[config.mk]
export PLATFORM = sky130hd
export DESIGN_NAME = kit_ctrl
export DESIGN_NICKNAME = d
export VERILOG_FILES = /design/src/hdl/kit_pkg.sv /design/src/hdl/kit_ctrl.sv
export SDC_FILE = /design/constraint.sdc
export NUM_CORES = 1
export LEC_CHECK = 0
export BUFFER_PORTS_ARGS = -buffer_cell sky130_fd_sc_hd__buf_2
export CORE_ASPECT_RATIO = 0.9
export CORE_MARGIN = 4
export CORE_UTILIZATION = 40
export CTS_CLUSTER_SIZE = 16
export DETAILED_ROUTE_END_ITERATION = 8
export GPL_ROUTABILITY_DRIVEN = 0
export PLACE_DENSITY_LB_ADDON = 0.05
export REMOVE_ABC_BUFFERS = 1
export SLEW_MARGIN = 5
export SYNTH_ARGS = -nofsm -noshare
export SYNTH_HDL_FRONTEND = slang
export SYNTH_SLANG_ARGS = --single-unit
[constraint.sdc]
create_clock -name clk -period 1.7 [get_ports clk]
set_input_delay 0.51 -clock clk [delete_from_list [all_inputs] [get_ports clk]]
set_output_delay 0.51 -clock clk [all_outputs]
set_load 0.01 [all_outputs]
[src/hdl/kit_pkg.sv]
package kit_pkg;

  localparam int CAPACITY = 16;
  localparam int IDX_W = (CAPACITY > 1) ? $clog2(CAPACITY) : 1;
  localparam int CNT_W = $clog2(CAPACITY + 1);

  localparam int KEY_W = 256;
  localparam int TAG_W = 192;
  localparam int AMT_IN_W = 32;
  localparam int AMT_W = 31;
  localparam int POS_W = 4;
  localparam int FILL_W = 5;
  localparam int KEY_BYTES = KEY_W / 8;

  localparam int S_TDATA_W = 480;
  localparam int S_TUSER_W = 2;
  localparam int M_TDATA_W = 488;
  localparam int M_TUSER_W = 3;

  typedef enum logic [1:0] {
    OP_INSERT = 2'd0,
    OP_REMOVE = 2'd1,
    OP_SEARCH = 2'd2,
    OP_LIST   = 2'd3
  } op_t;

  typedef enum logic [2:0] {
    ST_OK          = 3'd0,
    ST_FULL        = 3'd1,
    ST_EMPTY_NAME  = 3'd2,
    ST_EMPTY_TYPE  = 3'd3,
    ST_NEGATIVE    = 3'd4,
    ST_TABLE_EMPTY = 3'd5,
    ST_NOT_FOUND   = 3'd6
  } status_t;

  typedef enum logic [1:0] {
    POS_ZERO = 2'd0,
    POS_IDX  = 2'd1,
    POS_HIT  = 2'd2
  } pos_sel_t;

  typedef struct packed {
    logic [KEY_W-1:0] key;
    logic [TAG_W-1:0] tag;
    logic [AMT_W-1:0] amt;
  } entry_t;

  typedef struct packed {
    logic     load_in;
    logic     idx_clr;
    logic     idx_inc;
    logic     rd_en;
    logic     rd_next;
    logic     wr_ins;
    logic     wr_shift;
    logic     cnt_dec;
    logic     hit_save;
    logic     out_load;
    status_t  out_status;
    pos_sel_t out_pos;
    logic     out_entry;
    logic     out_last;
  } ctrl_cmd_t;

  typedef struct packed {
    op_t  op;
    logic cnt_zero;
    logic full;
    logic key_empty;
    logic tag_empty;
    logic amt_neg;
    logic match;
    logic idx_last;
    logic idx_next_last;
    logic out_free;
  } dp_stat_t;

  // zero every byte from the first zero byte on
  function automatic logic [KEY_W-1:0] clean_text(input logic [KEY_W-1:0] w);
    logic [KEY_BYTES-1:0] is_zero;
    logic [KEY_BYTES-1:0] ended;
    logic [KEY_W-1:0] v;
    for (int b = 0; b < KEY_BYTES; b++) begin
      is_zero[b] = (w[8*b +: 8] == 8'd0);
    end
    ended[0] = is_zero[0];
    for (int b = 1; b < KEY_BYTES; b++) begin
      ended[b] = ended[b-1] | is_zero[b];
    end
    for (int b = 0; b < KEY_BYTES; b++) begin
      v[8*b +: 8] = ended[b] ? 8'd0 : w[8*b +: 8];
    end
    return v;
  endfunction

endpackage

[src/hdl/kit_ctrl.sv]
module kit_ctrl (
  input  logic                clk,
  input  logic                rst,
  input  logic                s_tvalid,
  output logic                s_tready,
  input  kit_pkg::dp_stat_t   stat,
  output kit_pkg::ctrl_cmd_t  cmd
);

  typedef enum logic [3:0] {
    S_IDLE,
    S_DISPATCH,
    S_EMIT,
    S_LIST_RD,
    S_LIST_OUT,
    S_SRCH_RD,
    S_SRCH_CMP,
    S_SHIFT_RD,
    S_SHIFT_WR
  } state_t;

  state_t state, state_next;
  kit_pkg::status_t  res_status, res_status_next;
  kit_pkg::pos_sel_t res_pos, res_pos_next;
  logic res_entry, res_entry_next;

  always_ff @(posedge clk) begin
    if (rst) begin
      state      <= S_IDLE;
      res_status <= kit_pkg::ST_OK;
      res_pos    <= kit_pkg::POS_ZERO;
      res_entry  <= 1'b0;
    end else begin
      state      <= state_next;
      res_status <= res_status_next;
      res_pos    <= res_pos_next;
      res_entry  <= res_entry_next;
    end
  end

  assign s_tready = (state == S_IDLE);

  always_comb begin
    state_next      = state;
    res_status_next = res_status;
    res_pos_next    = res_pos;
    res_entry_next  = res_entry;
    cmd             = '0;
    cmd.out_status  = kit_pkg::ST_OK;
    cmd.out_pos     = kit_pkg::POS_ZERO;
    unique case (state)
      S_IDLE: begin
        if (s_tvalid) begin
          cmd.load_in = 1'b1;
          state_next  = S_DISPATCH;
        end
      end
      S_DISPATCH: begin
        res_pos_next   = kit_pkg::POS_ZERO;
        res_entry_next = 1'b0;
        unique case (stat.op)
          kit_pkg::OP_INSERT: begin
            state_next = S_EMIT;
            if (stat.full) begin
              res_status_next = kit_pkg::ST_FULL;
            end else if (stat.key_empty) begin
              res_status_next = kit_pkg::ST_EMPTY_NAME;
            end else if (stat.tag_empty) begin
              res_status_next = kit_pkg::ST_EMPTY_TYPE;
            end else if (stat.amt_neg) begin
              res_status_next = kit_pkg::ST_NEGATIVE;
            end else begin
              res_status_next = kit_pkg::ST_OK;
              cmd.wr_ins      = 1'b1;
            end
          end
          kit_pkg::OP_LIST: begin
            if (stat.cnt_zero) begin
              res_status_next = kit_pkg::ST_TABLE_EMPTY;
              state_next      = S_EMIT;
            end else begin
              cmd.idx_clr = 1'b1;
              state_next  = S_LIST_RD;
            end
          end
          kit_pkg::OP_REMOVE, kit_pkg::OP_SEARCH: begin
            if (stat.cnt_zero) begin
              res_status_next = kit_pkg::ST_TABLE_EMPTY;
              state_next      = S_EMIT;
            end else begin
              cmd.idx_clr = 1'b1;
              state_next  = S_SRCH_RD;
            end
          end
          default: state_next = S_IDLE;
        endcase
      end
      S_EMIT: begin
        if (stat.out_free) begin
          cmd.out_load   = 1'b1;
          cmd.out_status = res_status;
          cmd.out_pos    = res_pos;
          cmd.out_entry  = res_entry;
          cmd.out_last   = 1'b1;
          state_next     = S_IDLE;
        end
      end
      S_LIST_RD: begin
        cmd.rd_en  = 1'b1;
        state_next = S_LIST_OUT;
      end
      S_LIST_OUT: begin
        if (stat.out_free) begin
          cmd.out_load   = 1'b1;
          cmd.out_status = kit_pkg::ST_OK;
          cmd.out_pos    = kit_pkg::POS_IDX;
          cmd.out_entry  = 1'b1;
          cmd.out_last   = stat.idx_last;
          if (stat.idx_last) begin
            state_next = S_IDLE;
          end else begin
            cmd.idx_inc = 1'b1;
            state_next  = S_LIST_RD;
          end
        end
      end
      S_SRCH_RD: begin
        cmd.rd_en  = 1'b1;
        state_next = S_SRCH_CMP;
      end
      S_SRCH_CMP: begin
        if (stat.match) begin
          cmd.hit_save    = 1'b1;
          res_status_next = kit_pkg::ST_OK;
          res_pos_next    = kit_pkg::POS_HIT;
          if (stat.op == kit_pkg::OP_SEARCH) begin
            res_entry_next = 1'b1;
            state_next     = S_EMIT;
          end else if (stat.idx_last) begin
            cmd.cnt_dec = 1'b1;
            state_next  = S_EMIT;
          end else begin
            state_next = S_SHIFT_RD;
          end
        end else if (stat.idx_last) begin
          res_status_next = kit_pkg::ST_NOT_FOUND;
          state_next      = S_EMIT;
        end else begin
          cmd.idx_inc = 1'b1;
          state_next  = S_SRCH_RD;
        end
      end
      S_SHIFT_RD: begin
        cmd.rd_en   = 1'b1;
        cmd.rd_next = 1'b1;
        state_next  = S_SHIFT_WR;
      end
      S_SHIFT_WR: begin
        cmd.wr_shift = 1'b1;
        if (stat.idx_next_last) begin
          cmd.cnt_dec = 1'b1;
          state_next  = S_EMIT;
        end else begin
          cmd.idx_inc = 1'b1;
          state_next  = S_SHIFT_RD;
        end
      end
      default: state_next = S_IDLE;
    endcase
  end

endmodule

# After elaboration in Yosys (flattened, before gate mapping)
# Index checks and enable logic that the tools add are counted.
# Widths: inputs -> output; s select.
[word_totals]
reg_bits = 10
latchBits = 0
mem_bits_rw = 0
mem_bits_ro = 0
in_bits = 14
output_inout_bits = 18
mem_count = 0
[classes]
n_addsub = 0
mul = 0
n_div = 0
n_lt_le_gt_ge = 0
eq_ne = 18
n_shift = 0
muxes = 55
bitwise_logic = 0
n_reduce_logical = 10
[op_table]
columns = ["operator", "count"]
rows = [
  ["$mux 3", 12],
  ["$pmux 4 s9", 1],
  ["$mux 1", 25],
  ["$eq 4x3->1 const B", 4],
  ["$mux 4", 4],
  ["$mux 8", 2],
  ["$pmux 8 s2", 1],
  ["$pmux 3 s2", 2],
  ["$pmux 4 s3", 1],
  ["$ne 2x2->1 const B", 5],
  ["$reduce_and 3->1", 3],
  ["$eq 4x2->1 const B", 2],
  ["$mux 2", 3],
  ["$ne 3x3->1 const B", 2],
  ["$reduce_or 3->1", 2],
  ["$eq 2x2->1 const B", 2],
  ["$eq 4x1->1 const B", 1],
  ["$eq 4x4->1 const B", 1],
  ["$logic_not 4->1", 1],
  ["$pmux 1 s2", 2],
  ["$pmux 2 s2", 1],
  ["$pmux 1 s3", 1],
  ["$eq 2x1->1 const B", 1],
  ["$logic_not 2->1", 1],
  ["other kinds (3)", 3],
]

# Logic depth before layout (Yosys ltp)
[depth]
word_depth = 6
mapped_depth = 6
ltp_nobuf = 6

# Least setup slack after synthesis
# OpenSTA, ideal clock, no wires.
[synth_path]
kind = "reg2out"
from = "register state[0]"
to = "output port cmd[14] (netlist name)"
arrival_time_ns = 1.593
t_required_ns = 1.190
setup_slack_ns = -0.403
path_stages_with_launch = 6
path_cell_list = "dfxtp_1 > clkbuf_1 > nand2b_1 > nor4b_1 > nor2_1 > o22ai_1"
[synth_lines]
columns = ["item", "line_no", "source"]
rows = [
  ["start: declaration", "kit_ctrl.sv:22", "state_t state, state_next;"],
  ["start signal: assignment", "kit_ctrl.sv:34", "state <= state_next;"],
  ["end: declaration", "kit_ctrl.sv:7", "output kit_pkg::ctrl_cmd_t cmd"],
]

==> results.yml <==
worst_setup_path:
  r2r_cells: 6
  worstSetupStartpointType: "flip-flop"
  crit_type: "flip-flop to output pin"
  cp.required_ns: 1.19
  path_cells: "or4b_4 -> nor4b_4 -> buf_2"
  crit_fanout: 3
  worst_path_max_delay_cell: "or4b_4"
  arrival_ns: 1.62
  max_stage_delay_ns: 0.57
  worst_setup_path_end_kind: "output pin"
layout:
  final_common_cell: "buf_2"
  nFillCells: 133
  syn_to_final_growth_pct: 92.5
  fin_util_pct: 80.4
  final_cell_mix: "buf_2 (28), buf_4 (26), buf_6 (19)"
  layout.cells.non_filler: 200
  postLayoutCellArea_um2: 1540
  fin_nets: 194
  antennaDiodeCount: 0
  drive_above_1_share_pct: 61.1
sta:
  finalCritPeriodShare_pct: 125
  slew_violations: 0
  hold_viol: 0
  fin_ws_ns: -0.427
  tightest_slew_ns: 0.294
  rsz0062_at_grt: "yes"
  fin_crit_ns: 2.13
  finalSetupViolCount: 21
  slew_headroom_pct: 80.2
  setup-tns-final_ns: -5.18
  max_freq_ghz: 0.470
  clock_skew_ns: 0.00448
place:
  place_ws_ns: -0.228
  place_inst: 182
  place_area_um2: 1170
  portBuffers: 31
  dp_hpwl_um: 1930
route:
  wire_per_inst_um: 14.2
  dr.pass1.iters: 4
  via_per_inst: 5.17
  num_vias: 1033
  wl_um: 2840
  ant_nets: 0
  drc_errors: 0
  first_iter_violations: 26
die:
  ioPinCount: 32
  initial_core_util_pct: 41.8
  core_um2: 1910
  row_count: 15
  dieArea_um2: 2780
  die_h_um: 50.4
  die_x_um: 55.1
global_routing:
  grt_usage_pct: 21.1
  grt_max_degree: 11
  grt_pass1_wl_um: 4340
  gr-total-overflow: 0
  antenna_found_initial: 0
  grt_pass1_vias: 952
logic_synthesis:
  netlist_area_um2: 800
  synth_area_per_cell_um2: 7.61
  ys_types: 41
  synth_seq_cells: 9
  synth_top_area_cell: "dfxtp_1"
  synth_area_leaders: "dfxtp_1 (23%), ha_1 (6.3%), nor2_1 (6.1%)"
  ys_warn_count: 0
  syn_inst: 105
  ys_seq_area_share_pct: 22.5
  synth_top_area_share_pct: 22.5
run_status:
  outcome: "finished, violations left"
  failed_checks: "negative setup slack"
clocking:
  clockRootBuffer: "clkbuf_4"
  clockBufferDepth: 2
  cts_tree: "yes"
  htree_levels: 1
  cts-buffers-inserted: 3
  clk_pin_slew_ns: 0.07
  worstSkewPairLatency_ns: 0.27
  clock_sinks: 9
power_and_ir_drop:
  seqPwrFrac_pct: 29.6
  switching_share_pct: 34.2
  powerDensity_nw_per_um2: 524
  p_leak_nw: 0.726
  clock_power_share_pct: 22.0
  internal_power_uw: 530
  p_switching_uw: 275
  p_comb_share_pct: 48.4
  irDropWorstVdd_mv: 0.336
min_path:
  min_path_cells: 2
  worstHoldPathType: "flip-flop to flip-flop"
flow_run:
  drv_cap: 0
[worst max-delay path: cells and delay by family (launching register included)]
family | cells | cell delay [ns]
buffers and inverters | 1 | 0.16
DFF | 1 | 0.35
and+or+nand+nor | 2 | 0.83
[metrics by stage]
stage | hold slack, ns | total power, mW
6_report | 0.477 | 0.806
5_1_grt | 0.511 | 0.858
4_1_cts | 0.480 | 0.726
3_5_place_dp | 0.466 | 0.511
3_3_place_gp | 0.455 | 0.503
2_1_floorplan | 0.448 | 0.375
[per-layer routing]
metal  track usage [%]  part of all wire, %  vias up
met1              27.4                   43      485
li1                  -                    -      518
met5                 0                    0        -
met2              33.9                   52       24
met4              9.72                  1.9        0
met3              2.67                  3.8        6
[area by class of cell]
type / instances / area, um^2 / area share [%]
timing repair buffer: 73 / 549 / 35.7
inverter: 7 / 26.3 / 1.71
sequential: 9 / 195 / 12.7
tap: 25 / 31.3 / 2.03
multi-input combinational: 82 / 711 / 46.2
clock buffer: 4 / 26.3 / 1.71
[path summary, 6_finish.rpt]
path	from	end	slack, ns
setup / recovery	state[1]	cmd[11]	-0.43
hold / removal	res_pos[1]	res_pos[1]	0.48
setup reg to reg	state[1]	res_status[0]	-0.11
hold reg to reg	res_pos[1]	res_pos[1]	0.48
[state kept, by name, summed over array words and instances (netlist names)]
signal,flops
res_entry,1
res_pos,1
res_status,3
state,4
[repair_timing]
item                       CTS  global route
buffers inserted             4            10
hold buffers                 0             0
setup endpoints to repair   21            22
pin swaps                    5            12
resized for setup           25            33
[power by group through the flow]
stage / logic [mW] / registers (mW) / clock network, mW
floorplan: 0.127 / 0.249 / 0
finish: 0.390 / 0.239 / 0.177
CTS: 0.314 / 0.239 / 0.173
detailed placement: 0.270 / 0.241 / 0
global route: 0.422 / 0.241 / 0.195
global placement: 0.263 / 0.240 / 0
[cell families after synthesis]
family | Yosys count | synth area share (%)
AO/OA/AOI/OAI | 27 | 24.6
adder cells (fa/ha/maj) | 4 | 6.26
XOR/XNOR | 1 | 1.10
multiplexers | 2 | 2.66
buffers and inverters | 14 | 6.73
AND/OR/NAND/NOR | 48 | 36.2
flip-flops | 9 | 22.5
[synth_stat cells]
master and instances:
nand2_1 2, nand2b_1 5, nor4_1 1, nor2b_1 3, or3_1 1, o32ai_2 1, inv_1 7, a221o_1 1
or4b_1 1, and2b_1 1, o2111ai_1 1, dfxtp_1 9, o22ai_1 1, and2_1 6, mux2_2 1, buf_2 1
a21o_1 1, and4bb_2 1, a32o_1 1, nor3_1 5, o21bai_1 1, nor2_1 13, and3b_1 1, nand4bb_1 1
a31oi_1 2, or4b_2 1, a211oi_1 1, and3_1 2, o22ai_4 1, a22oi_1 1, nor4b_1 2, nor3_2 1
clkbuf_1 6, a21oi_1 7, mux2i_1 1, o21ai_0 6, nand3b_1 1, o32ai_1 1, o21ai_2 1, xnor2_1 1
ha_1 4
Power figures use the tool's default switching activity.
